==> config.mk <==
export PLATFORM = sky130hd
export DESIGN_NAME = decimal_amount_parser
export DESIGN_NICKNAME = d
export VERILOG_FILES = /design/src/rtl/core/dap_pkg.sv /design/src/rtl/core/dap_datapath.sv /design/src/rtl/core/dap_ctrl.sv /design/src/rtl/core/decimal_amount_parser.sv
export SDC_FILE = /design/constraint.sdc
export NUM_CORES = 2
export LEC_CHECK = 0
export ABC_AREA = 1
export BUFFER_PORTS_ARGS = -buffer_cell sky130_fd_sc_hd__buf_4
export CAP_MARGIN = 40
export CORE_MARGIN = 2
export CORE_UTILIZATION = 51
export CTS_BUF_LIST = sky130_fd_sc_hd__clkbuf_16
export DETAILED_ROUTE_END_ITERATION = 6
export GPL_ROUTABILITY_DRIVEN = 0
export GPL_TIMING_DRIVEN = 1
export MAX_ROUTING_LAYER = met4
export PLACE_DENSITY_LB_ADDON = 0.2
export SYNTH_ARGS = -nofsm -noshare
export SYNTH_HDL_FRONTEND = slang
export SYNTH_SLANG_ARGS = --single-unit
==> constraint.sdc <==
create_clock -name clk -period 9.42 [get_ports clk]
set_input_delay 0.471 -clock clk [delete_from_list [all_inputs] [get_ports clk]]
set_output_delay 0.471 -clock clk [all_outputs]
set_load 0.02 [all_outputs]
==> src/rtl/core/dap_pkg.sv <==
// Shared types and constants for the decimal amount parser.
package dap_pkg;

  // ASCII codes
  localparam logic [7:0] CH_POINT = 8'h2E;
  localparam logic [7:0] CH_ZERO  = 8'h30;
  localparam logic [7:0] CH_NINE  = 8'h39;

  // Field and register widths
  localparam int CH_W     = 8;
  localparam int AMOUNT_W = 64;
  localparam int REG_W    = 32;
  localparam int DEC_W    = 5;
  localparam int ADDR_W   = 2;
  // whole part never exceeds max_amount * 10 + 9
  localparam int WHOLE_W  = REG_W + 4;

  // Register indexes
  localparam logic [ADDR_W-1:0] REG_MAX_AMOUNT   = 2'd0;
  localparam logic [ADDR_W-1:0] REG_UNIT_DIVISOR = 2'd1;
  localparam logic [ADDR_W-1:0] REG_MAX_DECIMALS = 2'd2;

  // Register reset values
  localparam logic [REG_W-1:0] RST_MAX_AMOUNT   = 32'd21000000;
  localparam logic [REG_W-1:0] RST_UNIT_DIVISOR = 32'd100000000;
  localparam logic [DEC_W-1:0] RST_MAX_DECIMALS = 5'd8;

  // Controller states
  typedef enum logic [2:0] {
    ST_IDLE,
    ST_SCALE,
    ST_MUL_LIM,
    ST_MUL_LO,
    ST_MUL_HI,
    ST_ADD,
    ST_FIN
  } dap_state_t;

  // Commands from controller to datapath
  typedef struct packed {
    logic take;      // input transaction accepted
    logic scale;     // one fraction scaling step
    logic mul_lim;   // limit = max_amount * divisor
    logic mul_lo;    // low partial product of whole * divisor
    logic mul_hi;    // add high partial product
    logic add_frac;  // add scaled fraction
    logic load_out;  // final compare, load result, clear state
  } dap_cmd_t;

  // Status from datapath to controller
  typedef struct packed {
    logic scale_done;
    logic out_busy;
  } dap_sts_t;

endpackage

==> src/rtl/core/dap_datapath.sv <==
// Datapath of the decimal amount parser: registers, accumulators, arithmetic, output stage.
module dap_datapath (
  input  logic                          clk,
  input  logic                          rst_n,
  input  logic                          cfg_we,
  input  logic [dap_pkg::ADDR_W-1:0]    cfg_addr,
  input  logic [dap_pkg::REG_W-1:0]     cfg_data,
  input  logic [dap_pkg::CH_W-1:0]      in_ch,
  input  logic                          in_has_char,
  input  dap_pkg::dap_cmd_t             cmd,
  output dap_pkg::dap_sts_t             sts,
  output logic                          out_valid,
  input  logic                          out_stall,
  output logic [dap_pkg::AMOUNT_W-1:0]  out_amount,
  output logic                          out_error
);

  // Configuration registers
  logic [dap_pkg::REG_W-1:0] max_amt_r, div_r;
  logic [dap_pkg::DEC_W-1:0] max_dec_r;

  always_ff @(posedge clk) begin
    if (!rst_n) begin
      max_amt_r <= dap_pkg::RST_MAX_AMOUNT;
      div_r     <= dap_pkg::RST_UNIT_DIVISOR;
      max_dec_r <= dap_pkg::RST_MAX_DECIMALS;
    end else if (cfg_we) begin
      case (cfg_addr)
        dap_pkg::REG_MAX_AMOUNT:   max_amt_r <= cfg_data;
        dap_pkg::REG_UNIT_DIVISOR: div_r     <= cfg_data;
        dap_pkg::REG_MAX_DECIMALS: max_dec_r <= cfg_data[dap_pkg::DEC_W-1:0];
        default: ;
      endcase
    end
  end

  // Parse state and arithmetic registers
  logic [dap_pkg::WHOLE_W-1:0]  whole_r, whole_nxt;
  logic [dap_pkg::AMOUNT_W-1:0] frac_r, frac_nxt;
  logic [dap_pkg::DEC_W-1:0]    cnt_r, cnt_nxt;
  logic                         in_frac_r, in_frac_nxt;
  logic                         bad_r, bad_nxt;
  logic [dap_pkg::AMOUNT_W-1:0] lim_r, lim_nxt;
  logic [dap_pkg::AMOUNT_W-1:0] prod_r, prod_nxt;
  logic                         out_valid_r, out_valid_nxt;
  logic [dap_pkg::AMOUNT_W-1:0] out_amount_r, out_amount_nxt;
  logic                         out_error_r, out_error_nxt;

  // Character decode
  logic                         is_digit;
  logic [3:0]                   digit;
  logic [3:0]                   frac_d;
  logic [dap_pkg::WHOLE_W+3:0]  whole10;
  logic [dap_pkg::AMOUNT_W+3:0] frac10;
  logic                         frac_ovf;

  assign is_digit = in_ch inside {[dap_pkg::CH_ZERO:dap_pkg::CH_NINE]};
  assign digit    = is_digit ? 4'(in_ch - dap_pkg::CH_ZERO) : 4'd0;
  // scaling steps shift in a zero digit
  assign frac_d   = cmd.take ? digit : 4'd0;

  // times ten plus digit, as shift-and-add
  assign whole10  = {whole_r, 3'b000} + {2'b00, whole_r, 1'b0}
                  + {{dap_pkg::WHOLE_W{1'b0}}, digit};
  assign frac10   = {frac_r, 3'b000} + {2'b00, frac_r, 1'b0}
                  + {{dap_pkg::AMOUNT_W{1'b0}}, frac_d};
  assign frac_ovf = |frac10[dap_pkg::AMOUNT_W+3:dap_pkg::AMOUNT_W];

  // Shared 32x32 multiplier
  logic [dap_pkg::REG_W-1:0]    mul_a;
  logic [dap_pkg::AMOUNT_W-1:0] mul_p;
  logic [dap_pkg::WHOLE_W-1:0]  hi_p;
  logic [dap_pkg::AMOUNT_W+4:0] hi_sum;
  logic [dap_pkg::AMOUNT_W:0]   add_sum;
  logic                         over_lim;

  assign mul_a    = cmd.mul_lim ? max_amt_r : whole_r[dap_pkg::REG_W-1:0];
  assign mul_p    = mul_a * div_r;
  assign hi_p     = whole_r[dap_pkg::WHOLE_W-1:dap_pkg::REG_W] * div_r;
  assign hi_sum   = {5'd0, prod_r} + {1'b0, hi_p, {dap_pkg::REG_W{1'b0}}};
  assign add_sum  = {1'b0, prod_r} + {1'b0, frac_r};
  assign over_lim = prod_r > lim_r;

  // Next-value logic
  always_comb begin
    whole_nxt      = whole_r;
    frac_nxt       = frac_r;
    cnt_nxt        = cnt_r;
    in_frac_nxt    = in_frac_r;
    bad_nxt        = bad_r;
    lim_nxt        = lim_r;
    prod_nxt       = prod_r;
    out_amount_nxt = out_amount_r;
    out_error_nxt  = out_error_r;
    out_valid_nxt  = out_valid_r && out_stall;

    if (cmd.take && in_has_char && !bad_r) begin
      if (!in_frac_r) begin
        if (in_ch == dap_pkg::CH_POINT) begin
          in_frac_nxt = 1'b1;
        end else if (whole_r > {4'd0, max_amt_r} || !is_digit) begin
          bad_nxt = 1'b1;
        end else begin
          whole_nxt = whole10[dap_pkg::WHOLE_W-1:0];
        end
      end else begin
        if (cnt_r >= max_dec_r || !is_digit) begin
          bad_nxt = 1'b1;
        end else begin
          cnt_nxt  = cnt_r + 5'd1;
          frac_nxt = frac10[dap_pkg::AMOUNT_W-1:0];
          bad_nxt  = frac_ovf;
        end
      end
    end

    if (cmd.scale) begin
      cnt_nxt  = cnt_r + 5'd1;
      frac_nxt = frac10[dap_pkg::AMOUNT_W-1:0];
      bad_nxt  = frac_ovf;
    end

    if (cmd.mul_lim) lim_nxt = mul_p;
    if (cmd.mul_lo)  prod_nxt = mul_p;

    if (cmd.mul_hi) begin
      prod_nxt = hi_sum[dap_pkg::AMOUNT_W-1:0];
      bad_nxt  = bad_r || (|hi_sum[dap_pkg::AMOUNT_W+4:dap_pkg::AMOUNT_W]);
    end

    if (cmd.add_frac) begin
      prod_nxt = add_sum[dap_pkg::AMOUNT_W-1:0];
      bad_nxt  = bad_r || add_sum[dap_pkg::AMOUNT_W];
    end

    // result to output stage, parse state back to empty string
    if (cmd.load_out) begin
      out_valid_nxt  = 1'b1;
      out_error_nxt  = bad_r || over_lim;
      out_amount_nxt = (bad_r || over_lim) ? '0 : prod_r;
      whole_nxt      = '0;
      frac_nxt       = '0;
      cnt_nxt        = '0;
      in_frac_nxt    = 1'b0;
      bad_nxt        = 1'b0;
    end
  end

  always_ff @(posedge clk) begin
    if (!rst_n) begin
      whole_r     <= '0;
      frac_r      <= '0;
      cnt_r       <= '0;
      in_frac_r   <= 1'b0;
      bad_r       <= 1'b0;
      out_valid_r <= 1'b0;
    end else begin
      whole_r     <= whole_nxt;
      frac_r      <= frac_nxt;
      cnt_r       <= cnt_nxt;
      in_frac_r   <= in_frac_nxt;
      bad_r       <= bad_nxt;
      out_valid_r <= out_valid_nxt;
    end
  end

  always_ff @(posedge clk) begin
    lim_r        <= lim_nxt;
    prod_r       <= prod_nxt;
    out_amount_r <= out_amount_nxt;
    out_error_r  <= out_error_nxt;
  end

  // Status and outputs
  assign sts.scale_done = bad_r || (frac_r == '0) || (cnt_r >= max_dec_r);
  assign sts.out_busy   = out_valid_r && out_stall;
  assign out_valid      = out_valid_r;
  assign out_amount     = out_amount_r;
  assign out_error      = out_error_r;

  // Checks
  a_load_sets_valid: assert property (@(posedge clk) disable iff (!rst_n)
    cmd.load_out |=> out_valid_r)
    else $error("result load did not raise out_valid");

  a_load_clears_state: assert property (@(posedge clk) disable iff (!rst_n)
    cmd.load_out |=> (!bad_r && cnt_r == '0 && whole_r == '0 && !in_frac_r))
    else $error("parse state not cleared after string end");

  a_error_zero_amount: assert property (@(posedge clk) disable iff (!rst_n)
    out_valid_r && out_error_r |-> out_amount_r == '0)
    else $error("error result carries a nonzero amount");

endmodule

==> src/rtl/core/dap_ctrl.sv <==
// Controller state machine of the decimal amount parser.
module dap_ctrl (
  input  logic              clk,
  input  logic              rst_n,
  input  logic              in_valid,
  input  logic              in_is_last,
  output logic              in_stall,
  input  dap_pkg::dap_sts_t sts,
  output dap_pkg::dap_cmd_t cmd
);

  dap_pkg::dap_state_t state_r, state_nxt;
  logic                accept;

  assign accept = in_valid && (state_r == dap_pkg::ST_IDLE);

  // Next state
  always_comb begin
    state_nxt = state_r;
    case (state_r)
      dap_pkg::ST_IDLE:    if (accept && in_is_last) state_nxt = dap_pkg::ST_SCALE;
      dap_pkg::ST_SCALE:   if (sts.scale_done) state_nxt = dap_pkg::ST_MUL_LIM;
      dap_pkg::ST_MUL_LIM: state_nxt = dap_pkg::ST_MUL_LO;
      dap_pkg::ST_MUL_LO:  state_nxt = dap_pkg::ST_MUL_HI;
      dap_pkg::ST_MUL_HI:  state_nxt = dap_pkg::ST_ADD;
      dap_pkg::ST_ADD:     state_nxt = dap_pkg::ST_FIN;
      dap_pkg::ST_FIN:     if (!sts.out_busy) state_nxt = dap_pkg::ST_IDLE;
      default:             state_nxt = dap_pkg::ST_IDLE;
    endcase
  end

  // Outputs
  always_comb begin
    cmd      = '0;
    in_stall = 1'b1;
    case (state_r)
      dap_pkg::ST_IDLE: begin
        in_stall = 1'b0;
        cmd.take = accept;
      end
      dap_pkg::ST_SCALE:   cmd.scale    = !sts.scale_done;
      dap_pkg::ST_MUL_LIM: cmd.mul_lim  = 1'b1;
      dap_pkg::ST_MUL_LO:  cmd.mul_lo   = 1'b1;
      dap_pkg::ST_MUL_HI:  cmd.mul_hi   = 1'b1;
      dap_pkg::ST_ADD:     cmd.add_frac = 1'b1;
      dap_pkg::ST_FIN:     cmd.load_out = !sts.out_busy;
      default: ;
    endcase
  end

  always_ff @(posedge clk) begin
    if (!rst_n) begin
      state_r <= dap_pkg::ST_IDLE;
    end else begin
      state_r <= state_nxt;
    end
  end

  // Checks
  a_load_when_free: assert property (@(posedge clk) disable iff (!rst_n)
    cmd.load_out |-> !sts.out_busy)
    else $error("result loaded over a pending transaction");

  a_scale_holds: assert property (@(posedge clk) disable iff (!rst_n)
    (state_r == dap_pkg::ST_SCALE && !sts.scale_done) |=> state_r == dap_pkg::ST_SCALE)
    else $error("left scaling before it finished");

  a_add_after_hi: assert property (@(posedge clk) disable iff (!rst_n)
    state_r == dap_pkg::ST_ADD |-> $past(state_r) == dap_pkg::ST_MUL_HI)
    else $error("fraction added before the product was complete");

endmodule

==> src/rtl/core/decimal_amount_parser.sv <==
// Top level of the decimal amount parser: controller plus datapath.
//
//  Channel | Ports                                        | Direction
//  --------+----------------------------------------------+----------
//  input   | in_valid, in_stall, in_ch, in_has_char,      | in
//          | in_is_last                                   |
//  result  | out_valid, out_stall, out_amount, out_error  | out
//  config  | cfg_we, cfg_addr, cfg_data                   | in
//
//  A character without the end mark is taken in idle and leaves the controller idle;
//  in_stall is low in idle. After a string end is taken the input stalls through S
//  fraction scaling steps (up to max_decimals minus fraction digits seen, at most 20 as
//  a nonzero fraction overflows by then), scaling exit, three multiply steps, add, load.
//  The load waits while the previous result is still stalled in the output register.
//  rst_n is synchronous, active low; it restores register defaults and clears parse state.
module decimal_amount_parser (
  input  logic                          clk,
  input  logic                          rst_n,
  input  logic                          cfg_we,
  input  logic [dap_pkg::ADDR_W-1:0]    cfg_addr,
  input  logic [dap_pkg::REG_W-1:0]     cfg_data,
  input  logic                          in_valid,
  output logic                          in_stall,
  input  logic [dap_pkg::CH_W-1:0]      in_ch,
  input  logic                          in_has_char,
  input  logic                          in_is_last,
  output logic                          out_valid,
  input  logic                          out_stall,
  output logic [dap_pkg::AMOUNT_W-1:0]  out_amount,
  output logic                          out_error
);

  dap_pkg::dap_cmd_t cmd;
  dap_pkg::dap_sts_t sts;

  dap_ctrl u_ctrl (
    .clk        (clk),
    .rst_n      (rst_n),
    .in_valid   (in_valid),
    .in_is_last (in_is_last),
    .in_stall   (in_stall),
    .sts        (sts),
    .cmd        (cmd)
  );

  dap_datapath u_dp (
    .clk         (clk),
    .rst_n       (rst_n),
    .cfg_we      (cfg_we),
    .cfg_addr    (cfg_addr),
    .cfg_data    (cfg_data),
    .in_ch       (in_ch),
    .in_has_char (in_has_char),
    .cmd         (cmd),
    .sts         (sts),
    .out_valid   (out_valid),
    .out_stall   (out_stall),
    .out_amount  (out_amount),
    .out_error   (out_error)
  );

endmodule
**Word level (Yosys, flattened, before mapping)**

Index checks and enable logic that the tools add are counted.
W data, S select, Z words.

- Register bits after elaboration: 373
- Input bits: 49
- Output and inout bits: 67

- $add $sub $neg: 8
- Multiply operators: 2
- $lt $le $gt $ge: 5
- Equal/unequal tests: 14
- Multiplexer cells: 37
- Bitwise logic cells: 4
- Reductions and logical operators: 35

Operators with widths:

| kind | count |
|---|---|
| $mux W64 | 7 |
| $add A64 B68 Y69 | 1 |
| $add A67 B65 Y68 | 1 |
| $add A68 B4 Y68 | 1 |
| $add A64 B64 Y65 | 1 |
| $gt A64 B64 Y1 | 1 |
| $logic_not A64 Y1 | 1 |
| $mul A32 B32 Y64 | 1 |
| $add A36 B36 Y36 | 1 |
| $add A36 B4 Y36 | 1 |
| $gt A36 B32 Y1 | 1 |
| $mul A4 B32 Y36 | 1 |
| $mux W32 | 1 |
| $pmux W3 S7 | 1 |
| $mux W5 | 4 |
| $mux W1 | 19 |
| $eq A3 B3 Y1 const B | 3 |
| $mux W3 | 3 |
| $reduce_and A3 Y1 | 3 |
| $eq A8 B6 Y1 const B | 1 |
| $ge A8 B6 Y1 const B | 1 |
| $le A8 B6 Y1 const B | 1 |
| $mux W4 | 2 |
| $logic_or A1 B1 Y1 | 7 |
| 24 further kinds | 41 |

**Longest topological paths before layout**

- Depth after elaboration: 12
- Gate-level depth with buffers: 40
- Mapped depth without buffers: 38

**Modules after synthesis**

Synthesis repeated with hierarchy kept, for this count alone.

- Cell total of the unflattened synthesis: 8,608
- Area, all modules: 66,452.5 µm²

By module, submodules not included:

| module | instances | cells each | area each (µm²) | seq. area each (µm²) |
|---|---|---|---|---|
| dap_datapath | 1 | 8,571 | 66,229.8 | 9,339.0 |
| dap_ctrl | 1 | 37 | 222.7 | 60.1 |

**Least setup slack after synthesis**

OpenSTA, ideal clock, no wires.

- Kind: reg-to-reg
- Start: reg u_ctrl.state_r[1]
- End: reg u_dp.prod_r[56] (netlist name), data pin
- Arrival time: 8,283 ps
- Required time: 9,164 ps
- Path slack: 882 ps
- Cell stages (with the launch flop): 34
- Cell sequence: dfxtp_1 > inv_1 > nor2_1 > nand2_1 > inv_1 > or2_2 > o21ai_1 > inv_1 > clkbuf_1 > nand2_1 > fa_1 > fa_1 > fa_1 > fa_1 > inv_1 > fa_1 > fa_1 > fa_1 > fa_1 > ha_1 > a21oi_1 > inv_1 > a31oi_1 > o21ai_0 > inv_1 > o21ai_0 > a21oi_1 > o21bai_2 > nand2_1 > nand2_1 > nand2_1 > nand3_1 > nand3_1 > nand2_1

- Word-level cells in the longest chain between the ends: 7
- Elaborated cells on any way between the ends: 11
- Those cells by class: mul: 1; eq/ne: 3; mux: 7

Ends and longest elaborated chain:

| item | line | text |
|---|---|---|
| from (decl) | dap_ctrl.sv:12 | `dap_pkg::dap_state_t state_r, state_nxt;` |
| from (signal assigned) | dap_ctrl.sv:53 | `state_r <= dap_pkg::ST_IDLE;` |
| from (signal assigned) | dap_ctrl.sv:55 | `state_r <= state_nxt;` |
| $eq A3 B2 Y1 | dap_ctrl.sv:36 | `case (state_r)` |
| $mux W1 | dap_ctrl.sv:36 |  |
| $mux W32 | dap_datapath.sv:77 | `assign mul_a = cmd.mul_lim ? max_amt_r : whole_r[dap_pkg::REG_W-1:0];` |
| $mul A32 B32 Y64 | dap_datapath.sv:78 | `assign mul_p = mul_a * div_r;` |
| $mux W64 | dap_datapath.sv:124 | `if (cmd.mul_lo) prod_nxt = mul_p;` |
| $mux W64 | dap_datapath.sv:126 | `if (cmd.mul_hi) begin` |
| $mux W64 * | dap_datapath.sv:131 | `if (cmd.add_frac) begin` |
| net u_dp.prod_nxt, one bit | dap_datapath.sv:44 | `logic [dap_pkg::AMOUNT_W-1:0] prod_r, prod_nxt;` |
| to (signal assigned) | dap_datapath.sv:169 | `prod_r <= prod_nxt;` |
| to (decl) | dap_datapath.sv:44 |  |

The timed path passes the listed nets; every way through them passes the cells marked *. The select of a mux whose other input is x is not followed.
A chain may end at the register's enable or synchronous reset.

**Final worst setup path**

- Start: reg u_ctrl.state_r[1]
- End: reg u_dp.prod_r[57] (netlist name), data pin

- Word-level cells in the longest chain between the ends: 7
- Elaborated cells on any way between the ends: 11
- Those cells by class: mul: 1; eq/ne: 3; mux: 7

Ends and longest elaborated chain:

| item | line | text |
|---|---|---|
| $eq A3 B2 Y1 | dap_ctrl.sv:36 |  |
| $mux W1 | dap_ctrl.sv:36 |  |
| $mux W32 | dap_datapath.sv:77 |  |
| $mul A32 B32 Y64 | dap_datapath.sv:78 |  |
| net u_dp.mul_p, one bit | dap_datapath.sv:71 | `logic [dap_pkg::AMOUNT_W-1:0] mul_p;` |
| $mux W64 | dap_datapath.sv:124 |  |
| $mux W64 | dap_datapath.sv:126 |  |
| $mux W64 | dap_datapath.sv:131 |  |
| net u_dp.prod_nxt, one bit | dap_datapath.sv:44 |  |

The timed path passes the listed nets, and every way through them passes these cells. The select of a mux whose other input is x is not followed.

==> impl_metrics.csv <==
group,metric,value,unit
grt,top_usage_layer,"met2",
synthesis,synth_largest_area_cell,"fa_1",
timing,skew,0.04718,ns
critical_path,crit_path_start_kind,"register",
clock_tree,root_buffer,"clkbuf_16",
layout,fillCellCount,12438,
synthesis,synth.distinct_cells,70,
timing,fin_tns_setup,0,ns
route,drt_iter0_drc,5858,
layout,drive_above_1_share,6.146,%
clock_tree,tritoncts,"built",
layout,final_common_cell,"inv_1",
synthesis,synth_warnings,0,
floorplanning,die_w,367.2,microns
layout,final_cells,10576,
timing,fin_crit_sh,95.13,%
timing,finalSetupViolations,0,
place,post-place-ws,0.6513,ns
route,drt_first_pass_iters,7,
layout,seq_area,0.009402,sq mm
layout,syn2layout_area_growth,7.330,%
clock_tree,clock_latency,0.67,ns
critical_path,setup.worst_path.end_class,"register",
grt,use_met3,8.949,%
layout,layout_common_cells,"inv_1, nand2_1, nor2_1, fa_1, ha_1",
clock_tree,cts_sinks,373,
grt,grt_pass1_wl,363500,microns
synthesis,synthFlopType,"edfxtp_1",
hold_path,hold_path_class,"in -> reg",
timing,hold_viol_final,0,
synthesis,ys_ff_latch,373,
critical_path,startpoint,"u_ctrl.state_r[1]$_SDFFE_PN0P_",
timing,slew_headroom,33.41,%
synthesis,synthCells,8739,
timing,tightest_slew,0.9912,ns
grt,antenna_found_initial,3,
synthesis,avgSynthCellArea,7.696,sq um
critical_path,crit_top_cell,"inv_1",
layout,multi_input_area,0.05006,sq mm
clock_tree,cts_resized,0,
floorplanning,dieHeight,367.2,microns
synthesis,ys_seq_area_share,13.97,%
timing,slew_violations,0,
route,wl_per_cell,22.64,microns
hold_path,min_from,"cfg_data[8]",
route,vias,60681,
synthesis,synthTopCellsByArea,"fa_1, ha_1, inv_1",
place,port-buffer-count,115,
clock_tree,cts_setup_buffers,0,
floorplanning,start_util,51.29,%
layout,fin_area,0.07219,sq mm
synthesis,async_flop_share,0,%
grt,grt_max_degree,84,
grt,use_met2,55.42,%
route,drt_wl_total,239500,microns
clock_tree,clkTransAtPathRegs,0.06,ns
place,placed_cells,10485,
critical_path,path_max_fanout,24,
synthesis,synth_edf_count,193,
grt,grtUsageMet1,44.59,%
clock_tree,clockBufferDepth,3,
run,drv_cap,0,
timing,final.min_clock_period,8.961,ns
layout,fin_nets,10485,
synthesis,syn_nets,10444,
floorplanning,ios,116,
outcome,violations,"design-rule violations",
floorplanning,die_area,0.1348,sq mm
critical_path,arrival,9.49,ns
critical_path,worstSetupPathType,"reg -> reg",
route,drc,1,
timing,max_freq,111.6,MHz
grt,grt_use_total,36.43,%
clock_tree,hold_buffers,0,
place,dpl.hpwl,194200,microns
synthesis,synthesis.area,0.06726,sq mm
grt,grt_overflow,0,
clock_tree,htree_levels,2,
floorplanning,core,0.1311,sq mm
timing,setup_ws,0.4589,ns
clock_tree,numCtsBuffers,47,
timing,rsz0062_at_grt,"no",
outcome,outcome,"finished, violations left",
floorplanning,row_count,133,
route,viasPerCell,5.738,
critical_path,r2r_start,"u_ctrl.state_r[1]$_SDFFE_PN0P_",
synthesis,synth_top_area_share,28.63,%
grt,grt_pass1_vias,61845,
critical_path,critPathSlowestCell,"inv_1",
place,dpl_cell_area,0.07055,sq mm
critical_path,cp.required,9.94,ns
route,ant_nets,0,
critical_path,max_stage_delay,0.61,ns
## per-layer routing
metal | routed length [microns] | up-vias
met5 | 0 | -
met1 | 92030 | 29201
met3 | 26920 | 850
met2 | 103800 | 3315
met4 | 16700 | 0
li1 | - | 27315
## worst paths after layout
kind,endpoint,slack [ns],cells after the start
max,u_dp.prod_r[57]$_DFFE_PP_,0.46,32
min,u_dp.max_amt_r[8]$_SDFFE_PN1P_,0.05,3
min reg2reg,u_dp.max_dec_r[3]$_SDFFE_PN1P_,0.46,2
max reg2reg,u_dp.prod_r[57]$_DFFE_PP_,0.46,32
## cell usage after synthesis (all sizes together), types with 45 or more instances
library cell and n:
nand2 1510, a31oi 58, a21o 45, ha 694, xnor2 100, xor2 113, nand3 187, clkbuf 212
buf 71, dfxtp 180, o21bai 50, o21ai 456, nor2 1221, o211ai 46, a21oi 580, edfxtp 193
inv 1768, fa 962, nor3 56, nand4 47
## logic make-up after synthesis
logic type | synth area share [%]
AND/OR/NAND/NOR | 18.44
AO/OA/AOI/OAI | 11.45
flip-flops | 13.97
buffers and inverters | 11.78
adder cells (fa/ha/maj) | 41.54
XOR/XNOR | 2.807
## per-stage QoR
stage          hold slack (ns)  util (%)
5_1_grt                0.07299     55.05
4_1_cts                0.03029     55.04
6_report               0.05362     55.05
3_3_place_gp            0.4470     53.67
3_5_place_dp            0.4515     53.80
2_1_floorplan           0.4274         -
## cell type report
class	count	share of cell area (%)
Antenna cell	2	0.006933
Clock buffer	48	1.664
Timing Repair Buffer	275	3.009
Multi-Input combinational cell	6291	69.35
Clock inverter	40	0.5910
Tap cell	1755	3.042
Sequential cell	373	13.02
Inverter	1792	9.318
## worst max-delay path, delay by kind of cell (launching register included)
| kind | cells | cell delay, ns |
|---|---|---|
| compound gates | 5 | 1.16 |
| xor+xnor | 1 | 0.36 |
| fa+ha+maj | 9 | 4.28 |
| buf+inv | 9 | 1.37 |
| flops | 1 | 0.37 |
| simple gates | 8 | 1.28 |
## state kept, by name (all words and copies together) (netlist names), 3 cells and up
register / flops
u_dp.max_amt_r: 32
u_dp.lim_r: 64
u_dp.max_dec_r: 5
u_dp.frac_r: 64
u_dp.prod_r: 64
u_dp.div_r: 32
u_dp.out_amount: 64
u_dp.whole_r: 36
u_ctrl.state_r: 3
u_dp.cnt_r: 5
Power is left out: the tool's default activity adds up to more than one toggle a clock period on the data nets, which glitch-free logic cannot reach.
